### config.mk
export PLATFORM = sky130hd
export DESIGN_NAME = pgsc_front
export DESIGN_NICKNAME = d
export VERILOG_FILES = /design/src/pgsc_pkg.sv /design/src/pgsc_front.sv
export SDC_FILE = /design/constraint.sdc
export NUM_CORES = 2
export LEC_CHECK = 0
export ABC_AREA = 1
export BUFFER_PORTS_ARGS = -buffer_cell sky130_fd_sc_hd__buf_2
export CORE_UTILIZATION = 55
export CTS_CLUSTER_DIAMETER = 40
export DETAILED_ROUTE_END_ITERATION = 8
export GPL_TIMING_DRIVEN = 0
export PLACE_DENSITY = 0.73
export SYNTH_ARGS = -nofsm -noshare
export SYNTH_HDL_FRONTEND = slang
export SYNTH_SLANG_ARGS = --single-unit
### constraint.sdc
create_clock -name clock -period 9.8 [get_ports clock]
set_input_delay 1.96 -clock clock [delete_from_list [all_inputs] [get_ports clock]]
set_output_delay 1.96 -clock clock [all_outputs]
set_load 0.02 [all_outputs]
### src/pgsc_pkg.sv
// shared types and constants for the pcm widen, gain and soft clip block
package pgsc_pkg;

   // port widths fixed by the sample and register formats
   localparam int SAMPLE_W    = 32;
   localparam int GAIN_W      = 16;
   localparam int CSR_INDEX_W = 4;
   localparam int CSR_DATA_W  = 16;

   // sample_format codes
   localparam logic [1:0] FMT_16 = 2'd0;
   localparam logic [1:0] FMT_24 = 2'd1;
   localparam logic [1:0] FMT_32 = 2'd2;

   // clip_region codes
   localparam logic [1:0] REGION_LINEAR = 2'd0;
   localparam logic [1:0] REGION_KNEE   = 2'd1;
   localparam logic [1:0] REGION_CLIP   = 2'd2;

   // register indexes
   localparam logic [CSR_INDEX_W-1:0] CSR_SAMPLE_FORMAT = 4'd0;
   localparam logic [CSR_INDEX_W-1:0] CSR_GAIN          = 4'd1;

   localparam logic [GAIN_W-1:0] GAIN_RESET = 16'd4096;

   // knee constants in units of 2^-31
   localparam logic [30:0] K_START  = 31'd1503238554;   // 0.7
   localparam logic [30:0] K_THRESH = 31'd1717986918;   // 0.8
   localparam logic [30:0] K_END    = 31'd1932735283;   // 0.9
   localparam logic [28:0] K_WIDTH  = 29'd429496730;    // 0.2
   localparam logic [30:0] Q_HALF   = 31'h4000_0000;
   localparam logic [31:0] Q_ONE    = 32'h8000_0000;

   // tanh argument: |u| with saturation and sign of u
   typedef struct packed {
      logic [33:0] u_mag;
      logic        u_sat;
      logic        u_neg;
   } pgsc_targ_type;

   // per-sample data that rides alongside the tanh lookup
   typedef struct packed {
      logic signed [31:0] g;
      logic               g_neg;
      logic [1:0]         region;
      logic [30:0]        t;
   } pgsc_side_type;

endpackage

### src/pgsc_front.sv
// front end: widen, gain multiply, magnitude and region classification
module pgsc_front #(
   parameter int GAIN_FRAC_BITS = 12
) (
   input  logic                          clock,
   input  logic                          reset,
   input  logic                          in_valid,
   input  logic [pgsc_pkg::SAMPLE_W-1:0] raw_sample,
   input  logic [1:0]                    sample_format,
   input  logic [pgsc_pkg::GAIN_W-1:0]   gain,
   output logic                          out_valid,
   output pgsc_pkg::pgsc_targ_type       out_targ,
   output pgsc_pkg::pgsc_side_type       out_side
);

   localparam int PROD_W = pgsc_pkg::SAMPLE_W + pgsc_pkg::GAIN_W + 1;
   localparam int GW     = PROD_W - GAIN_FRAC_BITS;
   localparam int UW     = GW + 3;

   logic                     x_valid_in, x_valid_ff;
   logic signed [31:0]       x_in, x_ff;
   logic                     p_valid_ff;
   logic signed [PROD_W-1:0] prod_in, prod_ff;
   logic                     a_valid_ff;
   logic signed [GW-1:0]     g_in, g_ff;
   logic [GW-1:0]            a_in, a_ff;
   logic                     c_valid_ff;
   logic                     above;
   logic [GW-1:0]            dabs;
   logic [UW-1:0]            uabs;
   logic [31:0]              kd;
   pgsc_pkg::pgsc_targ_type  targ_in, targ_ff;
   pgsc_pkg::pgsc_side_type  side_in, side_ff;

   // left-align the sample; the unused format code drops the beat
   always_comb begin
      x_valid_in = in_valid;
      case (sample_format)
         pgsc_pkg::FMT_16: x_in = {raw_sample[15:0], 16'h0000};
         pgsc_pkg::FMT_24: x_in = {raw_sample[23:0], 8'h00};
         pgsc_pkg::FMT_32: x_in = raw_sample;
         default: begin
            x_in       = raw_sample;
            x_valid_in = 1'b0;
         end
      endcase
   end

   // gain multiply, signed sample by unsigned gain
   assign prod_in = PROD_W'(x_ff) * PROD_W'($signed({1'b0, gain}));

   // floor shift by the gain fraction and magnitude
   assign g_in = prod_ff[PROD_W-1:GAIN_FRAC_BITS];
   assign a_in = g_in[GW-1] ? GW'(-g_in) : GW'(g_in);

   // region, tanh argument |a - 0.8| * 5 and knee position (a - 0.7) * 5
   always_comb begin
      above = a_ff >= GW'(pgsc_pkg::K_THRESH);
      dabs  = above ? a_ff - GW'(pgsc_pkg::K_THRESH) : GW'(pgsc_pkg::K_THRESH) - a_ff;
      uabs  = UW'(dabs) + UW'({dabs, 2'b00});
      kd    = a_ff[31:0] - 32'(pgsc_pkg::K_START);

      targ_in.u_mag = uabs[33:0];
      targ_in.u_sat = |uabs[UW-1:34];
      targ_in.u_neg = !above;

      side_in.g     = g_ff[31:0];
      side_in.g_neg = g_ff[GW-1];
      side_in.t     = kd[30:0] + {kd[28:0], 2'b00};
      if (a_ff <= GW'(pgsc_pkg::K_START)) begin
         side_in.region = pgsc_pkg::REGION_LINEAR;
      end else if (a_ff >= GW'(pgsc_pkg::K_END)) begin
         side_in.region = pgsc_pkg::REGION_CLIP;
      end else begin
         side_in.region = pgsc_pkg::REGION_KNEE;
      end
   end

   // stage valids
   always_ff @(posedge clock) begin
      if (reset) begin
         x_valid_ff <= 1'b0;
         p_valid_ff <= 1'b0;
         a_valid_ff <= 1'b0;
         c_valid_ff <= 1'b0;
      end else begin
         x_valid_ff <= x_valid_in;
         p_valid_ff <= x_valid_ff;
         a_valid_ff <= p_valid_ff;
         c_valid_ff <= a_valid_ff;
      end
   end

   // stage payload
   always_ff @(posedge clock) begin
      x_ff    <= x_in;
      prod_ff <= prod_in;
      g_ff    <= g_in;
      a_ff    <= a_in;
      targ_ff <= targ_in;
      side_ff <= side_in;
   end

   assign out_valid = c_valid_ff;
   assign out_targ  = targ_ff;
   assign out_side  = side_ff;

endmodule

Word level (Yosys, flattened, before mapping)
Index checks and enable logic that the tools add are counted.

operators by class
  $add $sub $neg = 6
  multiply operators = 1
  $lt $le $gt $ge = 3
  equality and inequality tests = 2
  multiplexer cells = 4
  bitwise logic cells = 1
  reductions and logical operators = 5

operators by type and width
  kind                    number
  $ge 37x31->1 const B    2
  $pmux 32 s2             1
  $mul 32x17->49          1
  $add 37x39->40          1
  $le 37x31->1 const B    1
  $mux 37                 1
  $neg 37->37             1
  $sub 31x37->37 const A  1
  $sub 37x31->37 const B  1
  $mux 36                 1
  $add 31x31->31          1
  $sub 31x31->31 const B  1
  $reduce_or 6->1         1
  $reduce_or 3->1         1
  $eq 2x1->1 const B      1
  $eq 2x2->1 const B      1
  $logic_not 2->1         1
  $mux 2                  1
  $reduce_or 2->1         1
  $logic_not 1->1         1
  $not 1->1               1

word-level totals
  register bits = 261
  input port bits = 53
  output and inout port bits = 103
  word-level logic and storage cells = 38

Longest topological paths before layout
  word-level depth = 4
  depth in mapped cells = 30

Least setup slack after synthesis
No wires, ideal clock.

  kind = input-to-reg
  from = input gain[3] (netlist bit)
  to = register prod_ff[48]
  library setup time = 0.112 ns
  data arrival time = 7.298 ns
  required time = 9.688 ns
  setup slack = 2.389 ns
  stages on the path = 22
  path through = clkbuf_1 nand2_1 fa_1 inv_1 fa_1 fa_1 fa_1 fa_1 inv_1 fa_1 inv_1 ha_1 a21oi_1 inv_1 a31oi_1 o21ai_0 nand2_1 o2111ai_1 a21oi_1 nand2_1 nand2_1 nand2_1

on the way
  word-level cells in the longest chain between the ends = 1

ends and longest elaborated chain
  item                  line              RTL
  from (decl)           pgsc_front.sv:10  input logic [pgsc_pkg::GAIN_W-1:0] gain,
  $mul 32x17->49        pgsc_front.sv:50  assign prod_in = PROD_W'(x_ff) * PROD_W'($signed({1'b0, gain}));
  via prod_in[48]       pgsc_front.sv:23  logic signed [PROD_W-1:0] prod_in, prod_ff;
  to (signal assigned)  pgsc_front.sv:97  prod_ff <= prod_in;
  to (decl)             pgsc_front.sv:23

The timed path passes the listed nets, and every way through them passes these cells.
A chain may end at the register's enable or synchronous reset.

Worst setup path in the final report
  from = input gain[10] (netlist bit)
  to = register prod_ff[40]

Same word-level chain as after synthesis.

==> flow_summary.yaml <==
yosys:
  synth-edff-count: 0
  synthesis.nets: 5217
  syn_avg_cell_area_um2: 7.29
  syn_area_um2: 32700
  synthFlopType: "dfxtp_1"
  ys_seq_area_share_pct: 14.8
  synth_cell_type_count: 59
  ys_ff_latch: 242
  ys_warn_count: 0
  synthArstFlopShare_pct: 0
  synthCells: 4490
critical_path:
  worstSetupPathType: "in2reg"
  worst_ep_required_time_ns: 10.29
  endpoint: "prod_ff[40]$_DFF_P_"
  endpoint_kind: "flop"
  r2r-end: "prod_ff[40]$_DFF_P_"
  cp_max_fo: 10
  startpoint_type: "input port"
  r2r_start: "x_ff[7]$_DFF_P_"
  reg2reg_setup_slack_ns: 2.37
  arrival_ns: 8.97
  startpoint: "gain[10]"
  reg2reg_depth: 22
placement:
  numPortBuffers: 155
  place_congestion: 1.01
  dp_slack_ns: 0.834
  dp_hpwl_mm: 85.0
sta:
  whs_ns: 0.315
  relSlewSlack_pct: 34.4
  max_clock_freq_mhz: 118
  fin_setup_tns_ns: 0
  fin_crit_sh_pct: 86.6
  fin_skew_ns: 0.0223
  slew_violations: 0
  tightestPinTransition_ns: 0.984
  fin_crit_ns: 8.48
  layout_setup_ws_ns: 1.32
  finalSetupViolCount: 0
  hold_violations: 0
  rsz0062_at_grt: "no"
final_layout:
  antenna_cells: 0
  drive_above_1_share_pct: 6.45
  fill_cells: 5576
  final_nets: 5412
  layout_common_cells: "nand2_1 (1,129), inv_1 (1,129), fa_1 (489), nor2_1 (281), dfxtp_1 (242)"
  syn2layout_area_growth_pct: 9.31
floorplanning:
  ios: 156
  initial_core_util_pct: 55.6
  die_h_um: 246
  row_count: 89
  die_area_um2: 60500
  die_w_um: 246
  core-area_um2: 58900
clock_tree:
  htreeDepth: 2
  cts_tree: "yes"
  cts_buffers: 38
  clk_path_buf_depth: 3
  cts.sinks: 242
  cts_setup_buffers: 0
  ctsResizeCount: 0
  clk_latency_ns: 0.58
  clk_pin_slew_ns: 0.06
  hold_buffers: 0
  cts_root_buf: "clkbuf_16"
routing:
  wirelength_mm: 102
  antenna_left: 0
  drtPass1Iterations: 6
  drc: 0
  vias_per_cell: 5.27
  vias: 28900
  wl_per_cell_um: 18.5
  detail_route.iter0.violations: 2085
min_path:
  hp-class: "reg2reg"
global_route:
  grt_usage_pct: 34.5
  grt_max_degree: 15
  first_global_vias: 29600
  grt.overflow.total: 0
  grt_pass1_wl_mm: 159
  antenna_found_initial: 1
job:
  maxCapViolations: 0
outcome:
  status: "complete, no violations"
-- state kept, by name, summed over array words and instances (netlist names) --
register and flops:
a_ff 36, a_valid_ff 1, g_ff 33, out_side 65, out_targ 35, out_valid 1, p_valid_ff 1, prod_ff 37
x_ff 32, x_valid_ff 1
-- critical path, cell delays in order --
cell and delay (ns):
buf_2 0.25, clkbuf_1 0.77, nand2_1 0.18, fa_1 0.58, inv_1 0.05, fa_1 0.50
inv_1 0.05, fa_1 0.49, inv_1 0.06, fa_1 0.46, fa_1 0.52, inv_1 0.05
fa_1 0.64, inv_1 0.07, ha_1 0.36, nand2_1 0.12, nor2_1 0.19, inv_1 0.08
nor2_1 0.41, inv_1 0.11, nor4b_1 0.27, a21oi_1 0.26, o21ai_0 0.34, xor2_1 0.17
-- layout make-up --
cell class                      count  area, µm²  share of cell area [%]
Clock buffer                       47       1040                    2.92
Buffer                            147        628                    1.76
Multi-Input combinational cell   2949      22900                    64.1
Clock inverter                     22        260                   0.727
Sequential cell                   242       4840                    13.5
Inverter                         1152       4330                    12.1
Tap cell                          773        967                    2.70
Timing Repair Buffer              155        776                    2.17
-- layer usage --
| metal | wire, µm | GRT usage (%) | vias up |
|---|---|---|---|
| li1 | - | - | 13700 |
| met1 | 38000 | 40.1 | 13600 |
| met2 | 48600 | 59.6 | 1338 |
| met3 | 8770 | 6.56 | 294 |
| met4 | 6270 | 19.0 | 0 |
| met5 | 0 | 0 | - |
-- how the worst min path moves through the flow --
stage / depth (start not counted) / from / slack [ns] / end
global placement: 0 / g_ff[24]$_DFF_P_ / 0.31 / out_side[58]$_DFF_P_
floorplan: 0 / g_ff[36]$_DFF_P_ / 0.31 / out_side[33]$_DFF_P_
detailed placement: 0 / g_ff[21]$_DFF_P_ / 0.31 / out_side[55]$_DFF_P_
finish: 0 / g_ff[31]$_DFF_P_ / 0.31 / out_side[65]$_DFF_P_
global route: 0 / g_ff[21]$_DFF_P_ / 0.33 / out_side[55]$_DFF_P_
CTS: 0 / g_ff[31]$_DFF_P_ / 0.31 / out_side[65]$_DFF_P_
-- logic make-up (layout without fill, tap and decap cells) --
kind of cell / after synthesis / after routing / synth area share, %
multiplexers: 3 / 3 / 0.0918
XOR/XNOR: 187 / 187 / 5.03
adder cells (fa/ha/maj): 674 / 674 / 37.0
buffers and inverters: 1299 / 1523 / 15.1
AND/OR/NAND/NOR: 1651 / 1651 / 20.4
flip-flops: 242 / 242 / 14.8
AO/OA/AOI/OAI: 434 / 434 / 7.59
-- cells in the mapped netlist (5+ instances only) --
cell	count	area, µm²
nor3_1	28	140
nand3_1	133	666
o31ai_1	6	45.0
o21bai_1	16	120
a22oi_1	9	67.6
o21ai_1	16	80.1
nand4_1	24	150
o221ai_1	6	52.6
inv_1	1129	4240
buf_4	6	45.0
ha_1	185	2310
inv_2	19	71.3
xnor2_1	45	394
o22ai_1	6	37.5
and3_1	9	56.3
o21a_1	8	60.1
a21oi_1	160	801
dfxtp_1	242	4840
xor2_1	141	1230
o211ai_1	15	113
nand2_1	1129	4240
a21o_1	15	113
o21ai_0	133	666
nor2_1	281	1050
buf_2	16	80.1
clkbuf_1	121	454
nor3_2	5	50.1
nor4_1	14	87.6
a31oi_1	24	150
nand2_2	8	50.1
fa_1	489	9790
-- per-stage QoR --
step                utilization (%)  instances  area, µm²
floorplan                         -       4490      32700
global placement               58.5       5418      34500
detailed placement             58.5       5418      34500
CTS                            60.7       5487      35800
global route                   60.7       5487      35800
finish                         60.7       5487      35800
Power is not shown: default switching activity piles up to over one toggle a cycle in this logic, so the estimate is an artifact.
